### config.mk
export PLATFORM = sky130hd
export DESIGN_NAME = dda_line_rasterizer_unit
export DESIGN_NICKNAME = d
export VERILOG_FILES = /design/src/drl_pkg.sv /design/src/dda_line_rasterizer_unit.sv
export SDC_FILE = /design/constraint.sdc
export NUM_CORES = 1
export LEC_CHECK = 0
export BUFFER_PORTS_ARGS = -buffer_cell sky130_fd_sc_hd__buf_2
export CAP_MARGIN = 30
export CORE_UTILIZATION = 50
export CTS_BUF_LIST = sky130_fd_sc_hd__clkbuf_16
export DETAILED_ROUTE_END_ITERATION = 10
export GPL_TIMING_DRIVEN = 0
export PLACE_DENSITY_LB_ADDON = 0.15
export SYNTH_ARGS = -nofsm -noshare
export SYNTH_HDL_FRONTEND = slang
export SYNTH_SLANG_ARGS = --single-unit
### constraint.sdc
create_clock -name clock -period 14.67 [get_ports clock]
set_input_delay 1.467 -clock clock [delete_from_list [all_inputs] [get_ports clock]]
set_output_delay 1.467 -clock clock [all_outputs]
set_load 0.01 [all_outputs]
### src/drl_pkg.sv
// drl_pkg: shared widths, register indexes and reset values for the dda line rasterizer
// no dependencies; imported by the rasterizer top level and its checker
`default_nettype none

package drl_pkg;

   localparam int PORT_COORD_BITS = 6;
   localparam int COLOR_BITS      = 8;
   localparam int FRAME_BITS      = 7;

   typedef logic [COLOR_BITS-1:0]      color_type;
   typedef logic [FRAME_BITS-1:0]      frame_type;
   typedef logic [PORT_COORD_BITS-1:0] port_coord_type;

   // configuration register indexes
   localparam logic CSR_FRAME_WIDTH  = 1'b0;
   localparam logic CSR_FRAME_HEIGHT = 1'b1;

   localparam frame_type FRAME_WIDTH_RESET  = 7'd64;
   localparam frame_type FRAME_HEIGHT_RESET = 7'd64;

endpackage

`default_nettype wire

### src/dda_line_rasterizer_unit.sv
// the item is latched, the setup state derives the walk terms, then the run state loads
// one pixel per cycle into the output reg, while rsp_stall lets it drain, from a single
//   error-accumulator add/compare step unit; n + 1 pixels per item, n = longer-axis span (0..63)
// req_stall is high from the cycle after acceptance until the last pixel enters the output reg
// reset (synchronous, active high): sequencer idle, output empty, frame size 64 x 64
// depends on drl_pkg
`default_nettype none

module dda_line_rasterizer_unit
   import drl_pkg::*;
#(
   parameter int COORD_BITS = 6
) (
   input  wire logic           clock,
   input  wire logic           reset,
   // line command items
   input  wire logic           req_valid,
   output      logic           req_stall,
   input  wire port_coord_type req_start_x,
   input  wire port_coord_type req_start_y,
   input  wire port_coord_type req_end_x,
   input  wire port_coord_type req_end_y,
   input  wire color_type      req_fore_color,
   input  wire color_type      req_back_color,
   input  wire color_type      req_glyph,
   // pixel items
   output      logic           rsp_valid,
   input  wire logic           rsp_stall,
   output      port_coord_type rsp_pixel_x,
   output      port_coord_type rsp_pixel_y,
   output      color_type      rsp_out_fore,
   output      color_type      rsp_out_back,
   output      color_type      rsp_out_glyph,
   output      logic           rsp_in_frame,
   output      logic           rsp_last_pixel,
   // configuration writes
   input  wire logic           csr_write,
   input  wire logic           csr_index,
   input  wire frame_type      csr_data
);

   localparam int CB = COORD_BITS;   // internal coordinate width
   localparam int RB = COORD_BITS + 1; // remainder width, r < 2n
   localparam int SB = COORD_BITS + 2; // remainder plus 2m

   // sequencer codes
   localparam logic [1:0] ST_IDLE  = 2'd0;
   localparam logic [1:0] ST_SETUP = 2'd1;
   localparam logic [1:0] ST_RUN   = 2'd2;

   // control registers
   logic [1:0] state_ff, state_in;
   logic       rsp_valid_ff, rsp_valid_in;
   frame_type  frame_width_ff, frame_width_in;
   frame_type  frame_height_ff, frame_height_in;

   // latched command
   logic [CB-1:0] sx_ff, sx_in, sy_ff, sy_in, ex_ff, ex_in, ey_ff, ey_in;
   color_type     fore_ff, fore_in, back_ff, back_in, glyph_ff, glyph_in;

   // walk state
   logic [CB-1:0] cur_x_ff, cur_x_in, cur_y_ff, cur_y_in;
   logic [CB-1:0] k_ff, k_in, n_ff, n_in, m_ff, m_in;
   logic [RB-1:0] r_ff, r_in;
   logic          x_major_ff, x_major_in;
   logic          y_neg_ff, y_neg_in;

   // output register
   port_coord_type rsp_x_ff, rsp_x_in, rsp_y_ff, rsp_y_in;
   color_type      rsp_fore_ff, rsp_fore_in, rsp_back_ff, rsp_back_in;
   color_type      rsp_glyph_ff, rsp_glyph_in;
   logic           rsp_in_frame_ff, rsp_in_frame_in;
   logic           rsp_last_ff, rsp_last_in;

   // setup and step terms
   logic          req_accept;
   logic          out_load;
   logic          is_last;
   logic          swap;
   logic [CB-1:0] ax, ay, bx, by, dx, ady;
   logic          dy_neg, x_major_set;
   logic [SB-1:0] acc_sum, two_n;
   logic          carry;
   logic          step_x, step_y;

   assign req_stall  = (state_ff != ST_IDLE);
   assign req_accept = req_valid && !req_stall;
   // in the run state the output register takes a pixel whenever it is empty or being drained
   assign out_load   = (state_ff == ST_RUN) && (!rsp_valid_ff || !rsp_stall);
   assign is_last    = (k_ff == n_ff);

   // endpoint ordering: vertical lines by y, all others by x
   assign swap   = (sx_ff == ex_ff) ? (sy_ff > ey_ff) : (sx_ff > ex_ff);
   assign ax     = swap ? ex_ff : sx_ff;
   assign ay     = swap ? ey_ff : sy_ff;
   assign bx     = swap ? sx_ff : ex_ff;
   assign by     = swap ? sy_ff : ey_ff;
   assign dx     = bx - ax;
   assign dy_neg = (by < ay);
   assign ady    = dy_neg ? (ay - by) : (by - ay);
   // shallow lines (including a single point) step along x
   assign x_major_set = (ady <= dx);

   // shared step unit: remainder of (2km + n) mod 2n, carry bumps the minor axis
   assign acc_sum = SB'(r_ff) + SB'({m_ff, 1'b0});
   assign two_n   = SB'({n_ff, 1'b0});
   assign carry   = (acc_sum >= two_n);
   assign step_x  = x_major_ff || carry;
   assign step_y  = !x_major_ff || carry;

   always_comb begin
      state_in        = state_ff;
      rsp_valid_in    = rsp_valid_ff;
      frame_width_in  = frame_width_ff;
      frame_height_in = frame_height_ff;

      sx_in    = sx_ff;
      sy_in    = sy_ff;
      ex_in    = ex_ff;
      ey_in    = ey_ff;
      fore_in  = fore_ff;
      back_in  = back_ff;
      glyph_in = glyph_ff;

      cur_x_in   = cur_x_ff;
      cur_y_in   = cur_y_ff;
      k_in       = k_ff;
      n_in       = n_ff;
      m_in       = m_ff;
      r_in       = r_ff;
      x_major_in = x_major_ff;
      y_neg_in   = y_neg_ff;

      rsp_x_in        = rsp_x_ff;
      rsp_y_in        = rsp_y_ff;
      rsp_fore_in     = rsp_fore_ff;
      rsp_back_in     = rsp_back_ff;
      rsp_glyph_in    = rsp_glyph_ff;
      rsp_in_frame_in = rsp_in_frame_ff;
      rsp_last_in     = rsp_last_ff;

      // configuration
      if (csr_write) begin
         unique case (csr_index)
            CSR_FRAME_WIDTH:  frame_width_in  = csr_data;
            CSR_FRAME_HEIGHT: frame_height_in = csr_data;
            default:          ;
         endcase
      end

      // output register drains independently of the sequencer
      if (rsp_valid_ff && !rsp_stall) begin
         rsp_valid_in = 1'b0;
      end

      unique case (state_ff)
         ST_IDLE: begin
            if (req_accept) begin
               // endpoint bits above the coordinate width are dropped
               sx_in    = req_start_x[CB-1:0];
               sy_in    = req_start_y[CB-1:0];
               ex_in    = req_end_x[CB-1:0];
               ey_in    = req_end_y[CB-1:0];
               fore_in  = req_fore_color;
               back_in  = req_back_color;
               glyph_in = req_glyph;
               state_in = ST_SETUP;
            end
         end
         ST_SETUP: begin
            cur_x_in   = ax;
            cur_y_in   = ay;
            k_in       = '0;
            n_in       = x_major_set ? dx : ady;
            m_in       = x_major_set ? ady : dx;
            r_in       = RB'(x_major_set ? dx : ady);
            x_major_in = x_major_set;
            y_neg_in   = dy_neg;
            state_in   = ST_RUN;
         end
         ST_RUN: begin
            if (out_load) begin
               rsp_valid_in    = 1'b1;
               rsp_x_in        = PORT_COORD_BITS'(cur_x_ff);
               rsp_y_in        = PORT_COORD_BITS'(cur_y_ff);
               rsp_fore_in     = fore_ff;
               rsp_back_in     = back_ff;
               rsp_glyph_in    = glyph_ff;
               rsp_in_frame_in = (FRAME_BITS'(cur_x_ff) < frame_width_ff) &&
                                 (FRAME_BITS'(cur_y_ff) < frame_height_ff);
               rsp_last_in     = is_last;

               // advance one step along the line
               k_in = k_ff + 1'b1;
               r_in = carry ? RB'(acc_sum - two_n) : RB'(acc_sum);
               if (step_x) begin
                  cur_x_in = cur_x_ff + 1'b1;
               end
               if (step_y) begin
                  cur_y_in = y_neg_ff ? (cur_y_ff - 1'b1) : (cur_y_ff + 1'b1);
               end
               if (is_last) begin
                  state_in = ST_IDLE;
               end
            end
         end
         default: begin
            state_in = ST_IDLE;
         end
      endcase
   end

   // control state
   always_ff @(posedge clock) begin
      if (reset) begin
         state_ff        <= ST_IDLE;
         rsp_valid_ff    <= 1'b0;
         frame_width_ff  <= FRAME_WIDTH_RESET;
         frame_height_ff <= FRAME_HEIGHT_RESET;
      end else begin
         state_ff        <= state_in;
         rsp_valid_ff    <= rsp_valid_in;
         frame_width_ff  <= frame_width_in;
         frame_height_ff <= frame_height_in;
      end
   end

   // payload and walk registers
   always_ff @(posedge clock) begin
      sx_ff           <= sx_in;
      sy_ff           <= sy_in;
      ex_ff           <= ex_in;
      ey_ff           <= ey_in;
      fore_ff         <= fore_in;
      back_ff         <= back_in;
      glyph_ff        <= glyph_in;
      cur_x_ff        <= cur_x_in;
      cur_y_ff        <= cur_y_in;
      k_ff            <= k_in;
      n_ff            <= n_in;
      m_ff            <= m_in;
      r_ff            <= r_in;
      x_major_ff      <= x_major_in;
      y_neg_ff        <= y_neg_in;
      rsp_x_ff        <= rsp_x_in;
      rsp_y_ff        <= rsp_y_in;
      rsp_fore_ff     <= rsp_fore_in;
      rsp_back_ff     <= rsp_back_in;
      rsp_glyph_ff    <= rsp_glyph_in;
      rsp_in_frame_ff <= rsp_in_frame_in;
      rsp_last_ff     <= rsp_last_in;
   end

   assign rsp_valid      = rsp_valid_ff;
   assign rsp_pixel_x    = rsp_x_ff;
   assign rsp_pixel_y    = rsp_y_ff;
   assign rsp_out_fore   = rsp_fore_ff;
   assign rsp_out_back   = rsp_back_ff;
   assign rsp_out_glyph  = rsp_glyph_ff;
   assign rsp_in_frame   = rsp_in_frame_ff;
   assign rsp_last_pixel = rsp_last_ff;

endmodule

`default_nettype wire

* Word-level counts from Yosys, hierarchy flattened
Cells that the tools add are included.
** Word-level totals
- Flip-flop bits (word level) :: 142
- Input bits :: 61
- Output and inout bits :: 40
- Logic and storage cells :: 102
** Cells by class
- Add/sub/neg operators :: 9
- $lt $le $gt $ge :: 7
- Equality and inequality tests :: 9
- Multiplexer cells :: 28
- Bitwise logic cells :: 1
- Reductions and logical operators :: 22
** Operator list (number)
- 6-bit two-way mux :: 14
- 6-bit one-hot mux with 2 select lines :: 3
- 6-bit by 1-bit adder with 6-bit output (second input constant) :: 3
- 6-bit subtractor :: 3
- 6-bit by 7-bit less-than comparator with 1-bit output :: 2
- 7-bit two-way mux :: 2
- 7-bit one-hot mux with 2 select lines :: 1
- 6-bit equality test :: 2
- 6-bit greater-than comparator :: 2
- 2-bit != test (second input constant) :: 5
- 2-bit AND reduction :: 5
- 3-bit AND reduction :: 3
- 7-bit by 7-bit adder with 8-bit output :: 1
- 8-bit by 7-bit greater-or-equal comparator with 1-bit output :: 1
- 7-bit subtractor :: 1
- 6-bit <= comparator :: 1
- 6-bit less-than comparator :: 1
- 2-bit two-way mux :: 3
- 2-bit one-hot mux with 3 select lines :: 1
- 6-bit by 1-bit subtractor with 6-bit output (second input constant) :: 1
- 1-bit logical AND :: 4
- 1-bit logical NOT :: 4
- 1-bit two-way mux :: 4
- 2-bit nonzero test :: 2
- other kinds (5) :: 7

* Longest topological paths before layout
- Word-level depth :: 8
- Mapped depth :: 29

* Least setup slack after synthesis
Ideal clock, no wire load.
- Path type :: reg2reg
- From :: reg sx_ff[2]
- To :: reg n_ff[2], data pin
- Library setup time :: 0.260 ns
- Arrival :: 5.777 ns
- Setup slack :: 8.633 ns
- Stages on the path, launching flop included :: 26
- Buffers on the path :: 4
- Clock period less this slack :: 6.037 ns
- Cell sequence :: edfxtp_1 ha_1 a21oi_1 o221ai_1 a211oi_1 or3_1 buf_6 buf_2 clkbuf_1 nor2_1 a21oi_1 ha_1 nor2_1 o21ai_0 a31oi_1 mux2i_1 mux2_2 ha_1 nor2b_1 o21a_1 o21a_1 o21a_1 o21a_1 o22ai_2 clkbuf_1 mux2_2
** On the way
- Word-level cells in the longest chain between the ends :: 7
- Elaborated cells between the ends (all ways) :: 14
** Ends and longest elaborated chain
- start: declaration :: RTL line dda_line_rasterizer_unit.sv:58 : logic [CB-1:0] sx_ff, sx_in, sy_ff, sy_in, ex_ff, ex_in, ey_ff, ey_in;
- start signal: assignment :: RTL line dda_line_rasterizer_unit.sv:230 : sx_ff <= sx_in;
- 6-bit greater-than comparator or 6-bit equality test (tied branches) :: RTL line dda_line_rasterizer_unit.sv:93 : assign swap = (sx_ff == ex_ff) ? (sy_ff > ey_ff) : (sx_ff > ex_ff);
- 1-bit two-way mux :: RTL line dda_line_rasterizer_unit.sv:93
- 6-bit two-way mux (on tied branches) :: RTL line dda_line_rasterizer_unit.sv:97, dda_line_rasterizer_unit.sv:95
- 6-bit subtractor or 6-bit less-than comparator (tied branches) :: RTL line dda_line_rasterizer_unit.sv:100, dda_line_rasterizer_unit.sv:99
- 6-bit two-way mux :: RTL line dda_line_rasterizer_unit.sv:100 : assign ady = dy_neg ? (ay - by) : (by - ay);
- 6-bit <= comparator (*) :: RTL line dda_line_rasterizer_unit.sv:102 : assign x_major_set = (ady <= dx);
- named net x_major_set :: RTL line dda_line_rasterizer_unit.sv:81 : logic dy_neg, x_major_set;
- 6-bit two-way mux (*) :: RTL line dda_line_rasterizer_unit.sv:174 : n_in = x_major_set ? dx : ady;
- end signal: assignment :: RTL line dda_line_rasterizer_unit.sv:240 : n_ff <= n_in;
- end: declaration :: RTL line dda_line_rasterizer_unit.sv:63 : logic [CB-1:0] k_ff, k_in, n_ff, n_in, m_ff, m_in;
The timed path passes the listed nets; every way through them passes the cells marked *.
A chain may end at the register's enable or synchronous reset.

* Worst setup path in the final report
- From :: reg sx_ff[2]
- To :: reg n_ff[5], data pin
Same word-level chain as after synthesis.

==> run summary <==
synth-to-layout area growth: 19.8%
Crit Path Class: flip-flop to flip-flop
top post-synthesis cells by count: edfxtp_1 (125), nand2_1 (75), inv_1 (50)
NumNets Final: 849
Async S/R FF share, synth: 0%
final worst slack: 7330 ps
routability cong.: 0.862
Max Slew Vio Count: 0
Die W: 122 microns
sequential cell area: 4090 sq um
Port Buffers: 97
CTS Sinks: 142
vias per cell: 5.33
Critical Path RT: 14830 ps
# Max-Cap Violations: 0
Reg2Reg Capture Point: n_ff[5]
# diodes: 0
Critical Path Source: sx_ff[2]
Worst-Skew Late Latency: 420 ps
Post-synth EDFFs: 125
VDD IR max: 94.9 uV
Pre-antenna DRT Iters: 5
leakage: 3.54 nW
family with the most delay on the worst path: compound AO/OA/AOI/OAI gates
first-pass GRT wire length: 24000 microns
die area: 14900 sq um
initial antenna violation count: 0
outcome: complete, no violations
Reg clk slew, reported paths: 60 ps
Yosys reg bits: 142
share of layout cells above drive strength 1: 21.4%
Residual DRC: 0
RR Startpoint: sx_ff[2]
H-tree levels: 4
crit end category: flip-flop
crit share post-route: 50.0%
DIE HEIGHT: 122 microns
final setup fails: 0
area of the multi-input gates: 2890 sq um
largest net degree at the start of global routing: 37
DP Worst Slack: 7380 ps
clk buf depth: 2
Syn Inst Count: 618
Critical Path Fanout Max: 10
clk_skew: 5.57 ps
Fin Setup TNS: 0 ps
worst relative slew slack: 46.4%
Syn Area/Cell: 11.7 sq um
Worst setup endpoint: n_ff[5]
slew of the pin with the lowest slew margin: 796 ps
crit-path max cell delay: 460 ps
CTS Root Cell: clkbuf_16
Initial Utilization: 51.7%
endpoints failing hold: 0
Rows: 43
Synth Warn #: 0
global route overflow: 0
Stages on worst setup path: 26
Post-DP HPWL: 11200 microns
Core Util, Final: 61.9%
GR Util All Layers: 21.3%
R2R setup slack: 7330 ps
CTS tree: built
HP Class: flip-flop to flip-flop
post-CTS setup buffers: 0
unrepaired setup endpoints after global routing: false
WL/cell: 15.9 microns
arrival time worst endpoint: 7510 ps
P per Cell Area: 164 nW/um^2
WL final: 14800 microns
CP max stage cell: edfxtp_1
Seq/Total Area, Yosys: 56.6%
# hold bufs at CTS: 0
final worst path period need: 7340 ps
I/O pin count: 101
most common cell type on the critical path: o21a_1
Area contributors post-synth: edfxtp_1 (52%), ha_1 (8.5%), dfxtp_1 (4.7%)
top-count cell post-synth: edfxtp_1
fmax: 0.136 GHz
vias in the first global route: 4954
top_reg_cell synth: edfxtp_1
Reg2Reg Depth: 26
Starting DRT DRC Count: 365
post-CTS sizing: 0
Fill cells: 1114
Synth cell types: 59
top cell type by total area after synthesis: edfxtp_1
total CTS buffers: 17
Startpoint Class: flip-flop
syn nets: 731
core area: 14000 sq um
post-synth top area share: 51.9%
Via Count: 4956
Final ANT Viol Nets: 0
CP bufs+invs: 4
Mapped Area: 7230 sq um
[metrics by stage]
stage / instance area (sq um) / instances / power (W) / hold slack (ps)
2_1_floorplan: 7230 / 618 / 0.000841 / 400
3_3_place_gp: 7940 / 895 / 0.000931 / 401
3_5_place_dp: 8000 / 897 / 0.000949 / 405
4_1_cts: 8660 / 929 / 0.00143 / 419
5_1_grt: 8660 / 929 / 0.00149 / 425
6_report: 8660 / 929 / 0.00142 / 415
[cell type report]
cell class / count / share of cell area (%)
Multi-Input combinational cell: 410 / 33.4
Sequential cell: 142 / 47.3
Tap cell: 180 / 2.60
Inverter: 50 / 2.17
Clock inverter: 15 / 2.70
Buffer: 16 / 0.910
Clock buffer: 17 / 4.91
Timing Repair Buffer: 99 / 6.07
[how the worst min path moves through the flow]
stage | start | to | slack (ps) | depth (start not counted)
floorplan | back_ff[0] | rsp_out_back[0] | 400 | 0
global placement | glyph_ff[4] | rsp_out_glyph[4] | 400 | 0
detailed placement | back_ff[6] | rsp_out_back[6] | 400 | 0
CTS | glyph_ff[3] | rsp_out_glyph[3] | 420 | 0
global route | glyph_ff[5] | rsp_out_glyph[5] | 430 | 0
finish | glyph_ff[3] | rsp_out_glyph[3] | 410 | 0
[kinds of logic after synthesis]
family                     after synthesis  synth area share (%)
buffers and inverters                   66                  3.69
muxes                                   25                  3.89
DFF                                    142                  56.6
AOI/OAI and AO/OA                      120                  10.7
and+or+nand+nor                        181                  11.8
xor gates and xnor gates                32                  3.98
adders and majority gates               52                  9.31
[placed cells by master (no fill, tap or decap), types with 4 or more instances in the layout]
cell	count
clkbuf_16	17
edfxtp_1	125
inv_1	50
ha_1	49
nor3_1	5
dfxtp_1	17
a21oi_1	41
a31oi_1	11
nand2b_1	14
nor2b_1	15
nand2_1	75
xnor2_1	19
clkbuf_1	10
bufinv_16	5
clkinv_4	6
o21ai_0	17
and3_1	4
mux2i_1	12
and2_1	4
a21o_1	10
a21boi_0	4
nand3_1	14
o22ai_1	4
mux2_2	11
o21a_1	5
xor2_1	12
buf_2	100
nor2_1	35
a211oi_1	4
[state kept, by name (all words and copies together) (netlist names), 7 cells and up]
signal,count
rsp_out_fore,8
rsp_out_glyph,8
frame_width_ff,7
back_ff,8
r_ff,7
glyph_ff,8
frame_height_ff,7
rsp_out_back,8
fore_ff,8
[metal layers]
layer	up-vias	wire, microns	GRT usage, %
li1	2474	-	-
met2	172	6720	34.0
met4	0	346	10.1
met1	2290	6770	27.7
met3	20	914	4.65
met5	-	0	0
[worst reg2reg max path, stage by stage (launching register included)]
cell and delay (ps):
edfxtp_1 460, ha_1 410, a21oi_1 180, o221ai_1 140, a211oi_1 440, or3_1 200
buf_6 140, buf_2 240, clkbuf_1 370, nor2_1 70, a21oi_1 200, ha_1 270
nor2_1 70, o21ai_0 350, a31oi_1 280, mux2i_1 420, nand2_1 110, o211ai_1 130
xor2_1 400, ha_1 320, o21a_1 110, o21a_1 170, o21a_1 170, o21a_1 170
o22ai_2 440, clkbuf_1 430, mux2_2 390
[where the power goes]
group	leakage, nW	internal (W)	total (W)	switching, W
combinational	1.91	0.000186	0.000421	0.000235
sequential	1.31	0.000499	0.000522	0.0000230
clock	0.322	0.000304	0.000474	0.000170
total	3.54	0.000989	0.00142	0.000428
Note: power is estimated with default switching activity, not from simulation.
